### config.mk
export PLATFORM = sky130hd
export DESIGN_NAME = sha1_message_digest_unit_flat
export DESIGN_NICKNAME = d
export VERILOG_FILES = /design/src/sv/sha1md_pkg.sv /design/src/sv/sha1md_if.sv /design/src/sv/sha1md_ctrl.sv /design/src/sv/sha1md_dp.sv /design/src/sv/sha1_message_digest_unit.sv /design/src/flat_wrapper.sv
export SDC_FILE = /design/constraint.sdc
export NUM_CORES = 2
export LEC_CHECK = 0
export BUFFER_PORTS_ARGS = -buffer_cell sky130_fd_sc_hd__buf_2
export CORE_AREA = 2 2 423 425
export CTS_BUF_LIST = sky130_fd_sc_hd__clkbuf_4 sky130_fd_sc_hd__clkbuf_8
export CTS_CLUSTER_DIAMETER = 30
export CTS_CLUSTER_SIZE = 12
export DETAILED_ROUTE_END_ITERATION = 8
export DIE_AREA = 0 0 425 427
export HOLD_SLACK_MARGIN = 0.1
export PLACE_DENSITY = 0.45
export SLEW_MARGIN = 40
export SYNTH_ARGS = -nofsm -noshare
export SYNTH_HDL_FRONTEND = slang
export SYNTH_SLANG_ARGS = --single-unit
### constraint.sdc
create_clock -name clk -period 29.4 [get_ports clk]
set_clock_uncertainty 0.05 [all_clocks]
set_input_delay 1.47 -clock clk [delete_from_list [all_inputs] [get_ports clk]]
set_output_delay 1.47 -clock clk [all_outputs]
set_load 0.03 [all_outputs]
### src/sv/sha1md_pkg.sv
`default_nettype none
package sha1md_pkg;

	localparam int unsigned FILL_W  = 6;
	localparam int unsigned TOTAL_W = 61;
	localparam int unsigned ROUND_W = 7;
	localparam int unsigned WIDX_W  = 3;

	localparam logic [FILL_W-1:0]  FILL_LAST  = 6'd63;
	localparam logic [FILL_W-1:0]  LEN_START  = 6'd56;
	localparam logic [ROUND_W-1:0] ROUND_LAST = 7'd79;
	localparam logic [WIDX_W-1:0]  LAST_WORD  = 3'd4;
	localparam logic [7:0]         MARK_BYTE  = 8'h80;

	localparam logic [4:0][31:0] H_INIT = {
		32'hC3D2E1F0, 32'h10325476, 32'h98BADCFE, 32'hEFCDAB89, 32'h67452301
	};

	typedef enum logic [2:0] {
		ST_IDLE,
		ST_ROUND,
		ST_ADD,
		ST_PAD,
		ST_OUT
	} state_t;

	typedef enum logic [1:0] {
		PAD_MARK,
		PAD_ZERO,
		PAD_LEN
	} pad_sel_t;

	typedef enum logic [1:0] {
		STG_CH,
		STG_PAR1,
		STG_MAJ,
		STG_PAR2
	} stage_t;

	typedef struct packed {
		logic              absorb;
		logic              pad_shift;
		pad_sel_t          pad_sel;
		logic              rnd_load;
		logic              rnd_step;
		stage_t            stage;
		logic              chain_add;
		logic              chain_init;
		logic [WIDX_W-1:0] word_sel;
	} dp_cmd_t;

	typedef struct packed {
		logic [FILL_W-1:0] fill;
	} dp_stat_t;

	function automatic logic [31:0] round_const(stage_t s);
		logic [31:0] k;
		case (s)
			STG_CH:   k = 32'h5A827999;
			STG_PAR1: k = 32'h6ED9EBA1;
			STG_MAJ:  k = 32'h8F1BBCDC;
			STG_PAR2: k = 32'hCA62C1D6;
			default:  k = 32'h5A827999;
		endcase
		return k;
	endfunction

endpackage
`default_nettype wire

### src/sv/sha1md_if.sv
`default_nettype none
interface sha1md_msg_if;
	logic       valid;
	logic       ready;
	logic [7:0] data_byte;
	logic       has_byte;
	logic       end_of_message;

	modport source (output valid, output data_byte, output has_byte, output end_of_message,
		input ready);
	modport sink (input valid, input data_byte, input has_byte, input end_of_message,
		output ready);
endinterface

interface sha1md_dig_if;
	logic        valid;
	logic        ready;
	logic [31:0] digest_word;
	logic [2:0]  word_index;
	logic        last_word;

	modport source (output valid, output digest_word, output word_index, output last_word,
		input ready);
	modport sink (input valid, input digest_word, input word_index, input last_word,
		output ready);
endinterface
`default_nettype wire

### src/sv/sha1md_ctrl.sv
`default_nettype none
module sha1md_ctrl (
	input  wire logic                 clk,
	input  wire logic                 arst_n,
	input  wire logic                 msg_valid,
	input  wire logic                 msg_has_byte,
	input  wire logic                 msg_end,
	output logic                      msg_ready,
	output logic                      dig_valid,
	input  wire logic                 dig_ready,
	input  wire sha1md_pkg::dp_stat_t stat,
	output sha1md_pkg::dp_cmd_t       cmd
);

	sha1md_pkg::state_t                    state_q, state_d;
	logic [sha1md_pkg::ROUND_W-1:0]        round_q;
	logic [sha1md_pkg::WIDX_W-1:0]         word_q;
	logic                                  fin_q;
	logic                                  mark_q;
	logic                                  lenok_q;
	logic                                  fire;
	logic                                  full_next;
	logic                                  done_blk;

	// ready is high exactly in idle, so take the item on state alone
	assign fire      = msg_valid && (state_q == sha1md_pkg::ST_IDLE);
	// the shift in this cycle fills the last byte slot
	assign full_next = (stat.fill == sha1md_pkg::FILL_LAST);
	assign done_blk  = mark_q && lenok_q;

	always_comb begin
		state_d = state_q;
		case (state_q)
			sha1md_pkg::ST_IDLE: begin
				if (fire && msg_has_byte && full_next) begin
					state_d = sha1md_pkg::ST_ROUND;
				end else if (fire && msg_end) begin
					state_d = sha1md_pkg::ST_PAD;
				end
			end
			sha1md_pkg::ST_ROUND: begin
				if (round_q == sha1md_pkg::ROUND_LAST) begin
					state_d = sha1md_pkg::ST_ADD;
				end
			end
			sha1md_pkg::ST_ADD: begin
				if (!fin_q) begin
					state_d = sha1md_pkg::ST_IDLE;
				end else if (done_blk) begin
					state_d = sha1md_pkg::ST_OUT;
				end else begin
					state_d = sha1md_pkg::ST_PAD;
				end
			end
			sha1md_pkg::ST_PAD: begin
				if (full_next) begin
					state_d = sha1md_pkg::ST_ROUND;
				end
			end
			sha1md_pkg::ST_OUT: begin
				if (dig_ready && word_q == sha1md_pkg::LAST_WORD) begin
					state_d = sha1md_pkg::ST_IDLE;
				end
			end
			default: state_d = sha1md_pkg::ST_IDLE;
		endcase
	end

	always_comb begin
		msg_ready      = 1'b0;
		dig_valid      = 1'b0;
		cmd            = '0;
		cmd.pad_sel    = sha1md_pkg::PAD_ZERO;
		cmd.stage      = sha1md_pkg::STG_CH;
		cmd.word_sel   = word_q;
		case (state_q)
			sha1md_pkg::ST_IDLE: begin
				msg_ready    = 1'b1;
				cmd.absorb   = fire && msg_has_byte;
				cmd.rnd_load = fire && msg_has_byte && full_next;
			end
			sha1md_pkg::ST_ROUND: begin
				cmd.rnd_step = 1'b1;
				if (round_q < 7'd20) begin
					cmd.stage = sha1md_pkg::STG_CH;
				end else if (round_q < 7'd40) begin
					cmd.stage = sha1md_pkg::STG_PAR1;
				end else if (round_q < 7'd60) begin
					cmd.stage = sha1md_pkg::STG_MAJ;
				end else begin
					cmd.stage = sha1md_pkg::STG_PAR2;
				end
			end
			sha1md_pkg::ST_ADD: begin
				cmd.chain_add = 1'b1;
			end
			sha1md_pkg::ST_PAD: begin
				cmd.pad_shift = 1'b1;
				cmd.rnd_load  = full_next;
				if (!mark_q) begin
					cmd.pad_sel = sha1md_pkg::PAD_MARK;
				end else if (lenok_q && stat.fill >= sha1md_pkg::LEN_START) begin
					cmd.pad_sel = sha1md_pkg::PAD_LEN;
				end else begin
					cmd.pad_sel = sha1md_pkg::PAD_ZERO;
				end
			end
			sha1md_pkg::ST_OUT: begin
				dig_valid      = 1'b1;
				cmd.chain_init = dig_ready && word_q == sha1md_pkg::LAST_WORD;
			end
			default: begin
				msg_ready = 1'b0;
			end
		endcase
	end

	always_ff @(posedge clk or negedge arst_n) begin
		if (!arst_n) begin
			state_q <= sha1md_pkg::ST_IDLE;
			round_q <= '0;
			word_q  <= '0;
			fin_q   <= 1'b0;
			mark_q  <= 1'b0;
			lenok_q <= 1'b0;
		end else begin
			state_q <= state_d;
			if (cmd.rnd_load) begin
				round_q <= '0;
			end else if (cmd.rnd_step) begin
				round_q <= round_q + 7'd1;
			end
			if (fire) begin
				fin_q  <= msg_end;
				mark_q <= 1'b0;
			end
			// the mark decides whether the length fits in this block
			if (cmd.pad_shift && !mark_q) begin
				mark_q  <= 1'b1;
				lenok_q <= (stat.fill < sha1md_pkg::LEN_START);
			end
			if (cmd.chain_add && fin_q && mark_q && !lenok_q) begin
				lenok_q <= 1'b1;
			end
			if (dig_valid && dig_ready) begin
				if (word_q == sha1md_pkg::LAST_WORD) begin
					word_q <= '0;
				end else begin
					word_q <= word_q + 3'd1;
				end
			end
		end
	end

endmodule
`default_nettype wire

### src/sv/sha1md_dp.sv
`default_nettype none
module sha1md_dp (
	input  wire logic                 clk,
	input  wire logic                 arst_n,
	input  wire logic [7:0]           data_byte,
	input  wire sha1md_pkg::dp_cmd_t  cmd,
	output sha1md_pkg::dp_stat_t      stat,
	output logic [31:0]               digest_word,
	output logic [2:0]                word_index,
	output logic                      last_word
);

	logic [4:0][31:0]                  h_q;
	logic [511:0]                      blk_q;
	logic [sha1md_pkg::FILL_W-1:0]     fill_q;
	logic [sha1md_pkg::TOTAL_W-1:0]    total_q;
	logic [31:0]                       a_q, b_q, c_q, d_q, e_q;

	logic [63:0]  bit_len;
	logic [5:0]   len_lsb;
	logic [7:0]   pad_byte;
	logic [7:0]   shift_byte;
	logic         shift_en;
	logic [31:0]  s0, s2, s8, s13, sx, w_new;
	logic [31:0]  f_val;
	logic [31:0]  t_val;

	assign stat.fill = fill_q;

	// length bytes go out most significant first
	assign bit_len = {total_q, 3'b000};
	assign len_lsb = {~fill_q[2:0], 3'b000};

	always_comb begin
		case (cmd.pad_sel)
			sha1md_pkg::PAD_MARK: pad_byte = sha1md_pkg::MARK_BYTE;
			sha1md_pkg::PAD_LEN:  pad_byte = bit_len[len_lsb +: 8];
			sha1md_pkg::PAD_ZERO: pad_byte = 8'h00;
			default:              pad_byte = 8'h00;
		endcase
	end

	assign shift_en   = cmd.absorb || cmd.pad_shift;
	assign shift_byte = cmd.absorb ? data_byte : pad_byte;

	// the block register doubles as the 16-word schedule window, oldest word on top
	assign s0    = blk_q[511:480];
	assign s2    = blk_q[447:416];
	assign s8    = blk_q[255:224];
	assign s13   = blk_q[95:64];
	assign sx    = s13 ^ s8 ^ s2 ^ s0;
	assign w_new = {sx[30:0], sx[31]};

	always_comb begin
		case (cmd.stage)
			sha1md_pkg::STG_CH:   f_val = (b_q & c_q) | (~b_q & d_q);
			sha1md_pkg::STG_MAJ:  f_val = (b_q & c_q) | (b_q & d_q) | (c_q & d_q);
			sha1md_pkg::STG_PAR1: f_val = b_q ^ c_q ^ d_q;
			sha1md_pkg::STG_PAR2: f_val = b_q ^ c_q ^ d_q;
			default:              f_val = b_q ^ c_q ^ d_q;
		endcase
	end

	assign t_val = {a_q[26:0], a_q[31:27]} + f_val + e_q + s0
		+ sha1md_pkg::round_const(cmd.stage);

	always_ff @(posedge clk or negedge arst_n) begin
		if (!arst_n) begin
			h_q     <= sha1md_pkg::H_INIT;
			fill_q  <= '0;
			total_q <= '0;
		end else begin
			if (shift_en) begin
				fill_q <= fill_q + 6'd1;
			end
			if (cmd.chain_init) begin
				h_q     <= sha1md_pkg::H_INIT;
				total_q <= '0;
			end else begin
				if (cmd.absorb) begin
					total_q <= total_q + 61'd1;
				end
				if (cmd.chain_add) begin
					h_q[0] <= h_q[0] + a_q;
					h_q[1] <= h_q[1] + b_q;
					h_q[2] <= h_q[2] + c_q;
					h_q[3] <= h_q[3] + d_q;
					h_q[4] <= h_q[4] + e_q;
				end
			end
		end
	end

	always_ff @(posedge clk) begin
		if (shift_en) begin
			blk_q <= {blk_q[503:0], shift_byte};
		end else if (cmd.rnd_step) begin
			blk_q <= {blk_q[479:0], w_new};
		end
		if (cmd.rnd_load) begin
			a_q <= h_q[0];
			b_q <= h_q[1];
			c_q <= h_q[2];
			d_q <= h_q[3];
			e_q <= h_q[4];
		end else if (cmd.rnd_step) begin
			a_q <= t_val;
			b_q <= a_q;
			c_q <= {b_q[1:0], b_q[31:2]};
			d_q <= c_q;
			e_q <= d_q;
		end
	end

	always_comb begin
		case (cmd.word_sel)
			3'd0:    digest_word = h_q[0];
			3'd1:    digest_word = h_q[1];
			3'd2:    digest_word = h_q[2];
			3'd3:    digest_word = h_q[3];
			3'd4:    digest_word = h_q[4];
			default: digest_word = h_q[0];
		endcase
	end

	assign word_index = cmd.word_sel;
	assign last_word  = (cmd.word_sel == sha1md_pkg::LAST_WORD);

endmodule
`default_nettype wire

### src/sv/sha1_message_digest_unit.sv
// SHA-1 digest engine fed one message byte per item. Bytes are taken only while
// the unit is idle; the 64th byte of a block starts the compression, 80 rounds
// at one round per cycle plus a fold of the result into the chaining value, so
// that item holds the input until the fold is done.
// An item with end_of_message set finishes the message: the unit shifts in the
// 0x80 mark, zero fill and the 64-bit bit length one byte per cycle, runs one or
// two compressions, then offers the five digest words H0..H4, one per cycle
// while the sink is ready, with last_word on the fifth. The single round unit and
// the byte-wide block register set these rates; no new item is taken from the end
// item until the fifth word is taken. After the last word the unit is back at the
// initial chaining value, ready for a new message. An item with neither a byte nor
// the end flag is a no-op.
`default_nettype none
module sha1_message_digest_unit (
	input  wire logic     clk,
	input  wire logic     arst_n,
	sha1md_msg_if.sink    msg,
	sha1md_dig_if.source  digest
);

	// commands from the sequencer, fill level back from the datapath
	sha1md_pkg::dp_cmd_t  cmd;
	sha1md_pkg::dp_stat_t stat;

	sha1md_ctrl u_ctrl (
		.clk          (clk),
		.arst_n       (arst_n),
		.msg_valid    (msg.valid),
		.msg_has_byte (msg.has_byte),
		.msg_end      (msg.end_of_message),
		.msg_ready    (msg.ready),
		.dig_valid    (digest.valid),
		.dig_ready    (digest.ready),
		.stat         (stat),
		.cmd          (cmd)
	);

	sha1md_dp u_dp (
		.clk         (clk),
		.arst_n      (arst_n),
		.data_byte   (msg.data_byte),
		.cmd         (cmd),
		.stat        (stat),
		.digest_word (digest.digest_word),
		.word_index  (digest.word_index),
		.last_word   (digest.last_word)
	);

	// input and output sides never run at the same time
	a_excl: assert property (@(posedge clk) disable iff (!arst_n)
		!(msg.ready && digest.valid))
		else $error("input ready while digest words pending");

	// the flagged word is always H4
	a_last: assert property (@(posedge clk) disable iff (!arst_n)
		digest.valid && digest.last_word |-> digest.word_index == sha1md_pkg::LAST_WORD)
		else $error("last_word on wrong index");

	// taking the last word returns the unit to accepting bytes
	a_ret: assert property (@(posedge clk) disable iff (!arst_n)
		digest.valid && digest.ready && digest.last_word |=> msg.ready && !digest.valid)
		else $error("unit did not return to idle after digest");

endmodule
`default_nettype wire
### src/flat_wrapper.sv
// flat-port wrapper written by rule: the top's interface ports become plain ports
module sha1_message_digest_unit_flat 
  (clk, arst_n, msg_valid, msg_data_byte, msg_has_byte, msg_end_of_message, msg_ready, digest_valid, digest_digest_word, digest_word_index, digest_last_word, digest_ready);
  sha1md_msg_if msg_i ();
  sha1md_dig_if digest_i ();
  input  wire logic clk;
  input  wire logic arst_n;
  input wire logic [$bits(msg_i.valid)-1:0] msg_valid;
  input wire logic [$bits(msg_i.data_byte)-1:0] msg_data_byte;
  input wire logic [$bits(msg_i.has_byte)-1:0] msg_has_byte;
  input wire logic [$bits(msg_i.end_of_message)-1:0] msg_end_of_message;
  output wire logic [$bits(msg_i.ready)-1:0] msg_ready;
  output wire logic [$bits(digest_i.valid)-1:0] digest_valid;
  output wire logic [$bits(digest_i.digest_word)-1:0] digest_digest_word;
  output wire logic [$bits(digest_i.word_index)-1:0] digest_word_index;
  output wire logic [$bits(digest_i.last_word)-1:0] digest_last_word;
  input wire logic [$bits(digest_i.ready)-1:0] digest_ready;
  assign msg_i.valid = msg_valid;
  assign msg_i.data_byte = msg_data_byte;
  assign msg_i.has_byte = msg_has_byte;
  assign msg_i.end_of_message = msg_end_of_message;
  assign msg_ready = msg_i.ready;
  assign digest_valid = digest_i.valid;
  assign digest_digest_word = digest_i.digest_word;
  assign digest_word_index = digest_i.word_index;
  assign digest_last_word = digest_i.last_word;
  assign digest_i.ready = digest_ready;
  sha1_message_digest_unit u_core (.clk(clk), .arst_n(arst_n), .msg(msg_i), .digest(digest_i));
endmodule
Yosys cells after proc, flatten, opt, wreduce, memory -nomap -nowiden
Cells that the tools add are included.
{ "totals": {"elab_cells": 145, "inputBits": 14, "regBits": 915, "out_inout_bits": 38} }
{ "op_classes": {"bitwise_logic": 14, "eq_ne": 18, "magnitude_cmp": 5, "reduce_logical": 26, "shifts": 1, "n_mux": 49, "add_sub_neg": 13} }
{ "op_table": {"columns": ["op", "n"], "rows": [
  ["$mux W512", 2],
  ["$mux W160", 2],
  ["$mux W32", 10],
  ["$add A32 B32 Y32", 9],
  ["$pmux W32 S4", 2],
  ["$xor A32 B32 Y32", 5],
  ["$and A32 B32 Y32", 4],
  ["$mux W61", 2],
  ["$or A32 B32 Y32", 3],
  ["$pmux W32 S3", 1],
  ["$shiftx A64 B7 Y8", 1],
  ["$add A61 B1 Y61 const B", 1],
  ["$not A32 Y32", 1],
  ["$mux W3", 10],
  ["$pmux W8 S2", 1],
  ["$pmux W3 S5", 1],
  ["$lt A7 B6 Y1 const B", 2],
  ["$mux W7", 2],
  ["$eq A3 B2 Y1 const B", 4],
  ["$logic_and A1 B1 Y1", 12],
  ["$reduce_bool A2 Y1", 6],
  ["$mux W1", 10],
  ["$mux W2", 4],
  ["$mux W8", 1],
  ["22 further kinds", 30]
]} }

Longest topological paths before layout
{ "depth": {"word_depth": 14, "ltp_mapped": 26, "depth_no_buf": 24} }

Hierarchy
From an unflattened synthesis, not the netlist that was laid out.
{ "unflattened": {"cells_unflattened": 5533, "hier_area_um2": 54143.2} }
{ "modules_own_cells": {"columns": ["mod", "area_per_inst_um2", "cells_each", "seq_area_each_um2", "instances"], "rows": [
  ["sha1md_dp", 53149.7, 5422, 25959.9, 1],
  ["sha1md_ctrl", 993.5, 111, 400.4, 1]
]} }

Worst setup path after synthesis
Ideal clock, no wire load.
{ "synth_timing": {"path_type": "input to register", "startpoint": "input msg_valid", "endpoint": "register u_core.u_dp.blk_q[0], enable pin", "required_ps": 25700, "path_slack_ps": 14842, "arrival_time_ps": 10859, "path_buffers": 3, "stages": 6, "setup_time_ps": 3650, "cell_sequence": "and3_1 > buf_2 > nor2_1 > clkbuf_1 > clkbuf_1 > nand2_1"} }
{ "synth_via": {"elab_chain_cells": 5} }
{ "synth_rtl": {"columns": ["element", "line", "source"], "rows": [
  ["start, declared", "flat_wrapper.sv:8", "input wire logic [$bits(msg_i.valid)-1:0] msg_valid;"],
  ["$logic_and A1 B1 Y1", "sha1md_ctrl.sv:26", "assign fire = msg_valid && (state_q == sha1md_pkg::ST_IDLE);"],
  ["$logic_and A1 B1 Y1", "sha1md_ctrl.sv:79", "cmd.absorb = fire && msg_has_byte;"],
  ["$mux W1", "sha1md_ctrl.sv:76", "case (state_q)"],
  ["$logic_or A1 B1 Y1", "sha1md_dp.sv:43", "assign shift_en = cmd.absorb || cmd.pad_shift;"],
  ["$reduce_bool A2 Y1 (no source line)", null, null],
  ["end signal, assigned", "sha1md_dp.sv:96", "blk_q <= {blk_q[503:0], shift_byte};"],
  ["end signal, assigned", "sha1md_dp.sv:98", "blk_q <= {blk_q[479:0], w_new};"],
  ["end, declared", "sha1md_dp.sv:14", "logic [511:0] blk_q;"]
]} }
Every way passes these cells.
A chain may end at the register's enable or synchronous reset.

Final worst setup path
{ "layout_timing": {"startpoint": "register u_core.u_ctrl.state_q[2]", "endpoint": "register u_core.u_dp.a_q[25], data pin"} }
{ "layout_via": {"elab_chain_cells": 11, "word_cells_on_any_way": 21, "classes_between": "4 x add/sub; 5 x eq/ne; 6 x mux; 6 x reduce/logical"} }
{ "layout_rtl": {"columns": ["element", "line", "source"], "rows": [
  ["start, declared", "sha1md_ctrl.sv:15", "sha1md_pkg::state_t state_q, state_d;"],
  ["start signal, assigned", "sha1md_ctrl.sv:120", "state_q <= sha1md_pkg::ST_IDLE;"],
  ["start signal, assigned", "sha1md_ctrl.sv:127", "state_q <= state_d;"],
  ["$eq A3 B1 Y1", "sha1md_ctrl.sv:76", null],
  ["$mux W3", "sha1md_ctrl.sv:76", null],
  ["$eq A2 B2 Y1 or $eq A2 B1 Y1 (tied branches)", "sha1md_pkg.sv:58, sha1md_dp.sv:55", null],
  ["$reduce_or A2 Y1 (no source line)", null, null],
  ["$pmux W32 S3", "sha1md_dp.sv:55", "case (cmd.stage)"],
  ["$add A32 B32 Y32 (3 in a row)", "sha1md_dp.sv:64", "assign t_val = {a_q[26:0], a_q[31:27]} + f_val + e_q + s0"],
  ["$add A32 B32 Y32", "sha1md_dp.sv:65", "+ sha1md_pkg::round_const(cmd.stage);"],
  ["$mux W32", "sha1md_dp.sv:106", "end else if (cmd.rnd_step) begin"],
  ["$mux W32 *", "sha1md_dp.sv:100", "if (cmd.rnd_load) begin"],
  ["end signal, assigned", "sha1md_dp.sv:101", "a_q <= h_q[0];"],
  ["end signal, assigned", "sha1md_dp.sv:107", "a_q <= t_val;"],
  ["end, declared", "sha1md_dp.sv:17", "logic [31:0] a_q, b_q, c_q, d_q, e_q;"]
]} }
Mark *: on every way between the ends. The rest lies on a longest branch, timed or not. The select of a mux whose other input is x is not followed.

==> impl_metrics.ini <==
[timing]
period_needed_ps = 7140
hold_viol = 0
holdWs_ps = 415
totalNegativeSetupSlack_ps = 0
post-route-period-util = 0.243
slew_viol_final = 0
rsz0062_at_grt = no
setup_viol = 0
slew_headroom = 0.422
max_freq_mhz = 140
worst_pin_slew_ps = 863

[setup_path]
crit_fanout = 38
cp-start-kind = register
worst_setup_path_end_kind = register
worstSetupPathType = reg2reg
cp.required_ps = 30000
arrival_ps = 7740

[cells_and_area]
layout_common_cells = nand2_1, edfxtp_1, clkbuf_8, o21ai_0, a21oi_1
areaGrowthSynthToFinish_pct = 17.8
nets = 6058
layout-drive-gt1-share = 0.130
fill_cells = 18100
final_common_cell = nand2_1

[placement]
io_buffers = 51
dp_hpwl_microns = 113000
gp_congestion = 0.858

[synthesis]
synth_ff_type = edfxtp_1
synthArstFlopShare = 0.266
ys_ff_latch = 915
synth_cell_types = 88
yosysSeqAreaShare = 0.498
synth-edff-count = 672
syn_avg_cell_area_sq_um = 9.51
ys_warn_count = 0
syn_area_sq_mm = 0.0529
synth_cells = 5562
synth_fp_nets = 5908

[grt]
grt_max_degree = 126
gr-total-overflow = 0
antenna_found_initial = 5
grtUsageTotal = 0.182
grt_pass1_wl_microns = 252000
first_global_vias = 40600

[floorplan]
die-area_sq_mm = 0.181
fp-row-count = 155
initial_utilization = 0.298
die_h_microns = 427
die_w_microns = 425
io_pins = 52
core_sq_mm = 0.177

[clocking]
cts_made_buffers = 294
htree_levels = 5
tritoncts = done
post_cts_resized = 0
post_cts_buffers = 0
cts.sinks = 915
cts_root_buf = clkbuf_8
clockBufferDepth = 4
ctsHoldBuffers = 0
clk_latency_ps = 1000
clkSlewWorstSetupHoldPaths_ps = 50

[job]
maxCapViolCount = 0

[run_status]
outcome = complete, no violations

[routing]
dr.pass1.iters = 5
final_antenna_net_count = 0
wl_microns = 166000
routedWlPerCell_microns = 20.1
drt_iter0_drc = 2839
drc_errors = 0
via_per_inst = 4.89
num_vias = 40500

[worst_hold_path]
hp-class = reg2reg
## per-layer routing
| metal | vias to the layer above | global-route usage | share of wire |
|---|---|---|---|
| met5 | - | 0 | 0 |
| met4 | 0 | 0.0709 | 0.033 |
| met3 | 286 | 0.0321 | 0.046 |
| met2 | 989 | 0.291 | 0.46 |
| met1 | 19800 | 0.243 | 0.46 |
| li1 | 19400 | - | - |
## Yosys cell counts (14+ instances only)
| library cell | count | area share |
|---|---|---|
| o21a_1 | 21 | 0.0030 |
| inv_1 | 204 | 0.014 |
| nor3_1 | 48 | 0.0045 |
| a21oi_1 | 235 | 0.022 |
| xnor2_1 | 193 | 0.032 |
| edfxtp_1 | 672 | 0.38 |
| o21bai_1 | 26 | 0.0037 |
| nand2_1 | 2009 | 0.14 |
| dfrtp_1 | 163 | 0.077 |
| nor2_1 | 236 | 0.017 |
| a211oi_1 | 19 | 0.0027 |
| a221o_1 | 27 | 0.0051 |
| clkbuf_1 | 220 | 0.016 |
| dfstp_2 | 80 | 0.040 |
| nand4_1 | 21 | 0.0025 |
| o31ai_1 | 14 | 0.0020 |
| a31oi_1 | 46 | 0.0054 |
| a21o_1 | 98 | 0.014 |
| nor2b_1 | 20 | 0.0024 |
| fa_1 | 125 | 0.047 |
| mux2_2 | 28 | 0.0060 |
| ha_1 | 207 | 0.049 |
| nand3_1 | 99 | 0.0094 |
| xor2_1 | 128 | 0.021 |
| and3_1 | 33 | 0.0039 |
| o21ai_0 | 240 | 0.023 |
| buf_1 | 25 | 0.0018 |
| nand2b_1 | 26 | 0.0031 |
| a22oi_1 | 72 | 0.010 |
| or3_1 | 22 | 0.0026 |
| o21ai_1 | 33 | 0.0031 |
## cells by family (layout without fill, tap and decap cells)
| kind of cell | after synthesis | count (layout) | synth area share |
|---|---|---|---|
| compound gates | 921 | 921 | 0.110 |
| simple gates | 2563 | 2563 | 0.195 |
| other cells | 0 | 4 | 0 |
| fa+ha+maj | 333 | 333 | 0.0965 |
| mux | 54 | 54 | 0.0140 |
| buf+inv | 454 | 818 | 0.0324 |
| xor+xnor | 322 | 322 | 0.0535 |
| flops | 915 | 915 | 0.498 |
## critical path: stages (launching register included)
cell and delay, ps:
dfrtp_1 480, nor2_1 170, nand2_1 340, a21oi_4 620
inv_1 290, ha_2 510, inv_1 130, buf_4 360
o21ai_0 200, fa_1 510, inv_1 60, fa_1 450
ha_1 350, a21o_1 170, a21oi_1 200, inv_1 50
a2111oi_0 590, a21oi_1 240, a21boi_1 330, o21ai_0 190
a31oi_1 240, xor2_1 180, a21oi_1 80
## layout make-up
type / count / area, sq um / area share
multi-input cells: 4193 / 25000 / 0.401
flip-flops and latches: 915 / 26400 / 0.423
inverters: 204 / 766 / 0.0123
clock buffers: 402 / 5120 / 0.0822
diodes: 4 / 10.0 / 0.000161
clock inverters: 108 / 1210 / 0.0195
repair buffers: 104 / 933 / 0.0150
well taps: 2355 / 2950 / 0.0473
## flip-flops by register name, summed over array words and instances (netlist names)
register	count
u_core.u_dp.a_q	32
u_core.u_ctrl.fin_q	1
u_core.u_dp.h_q	160
u_core.u_ctrl.round_q	7
u_core.u_ctrl.lenok_q	1
u_core.u_dp.stat	6
u_core.u_dp.c_q	32
u_core.u_ctrl.word_q	3
u_core.u_dp.b_q	32
u_core.u_dp.d_q	32
u_core.u_ctrl.mark_q	1
u_core.u_ctrl.state_q	3
u_core.u_dp.blk_q	512
u_core.u_dp.total_q	61
u_core.u_dp.e_q	32
## metrics by stage
stage / cell area [sq um] / std cells / util / setup WS (ps)
floorplan: 52900 / 5562 / - / 14840
global placement: 55700 / 7761 / 0.314 / 22020
detailed placement: 55900 / 7769 / 0.316 / 22330
CTS: 62300 / 8279 / 0.351 / 22220
global route: 62300 / 8284 / 0.352 / 21800
finish: 62300 / 8285 / 0.352 / 22260
## final timing paths
path | slack (ps) | start | depth (start not counted) | end
max in group asynchronous | 26870 | arst_n | 3 | u_core.u_dp.h_q[82]
worst max-delay path | 22260 | u_core.u_ctrl.state_q[2] | 22 | u_core.u_dp.a_q[25]
worst min register to register | 410 | u_core.u_dp.stat[5] | 1 | u_core.u_dp.stat[5]
worst max register to register | 22260 | u_core.u_ctrl.state_q[2] | 22 | u_core.u_dp.a_q[25]
min in group asynchronous | 470 | arst_n | 1 | u_core.u_dp.total_q[56]
worst min-delay path | 410 | u_core.u_dp.stat[5] | 1 | u_core.u_dp.stat[5]
Power is left out: the tool's default activity adds up to more than one toggle a clock period on the data nets, which glitch-free logic cannot reach.
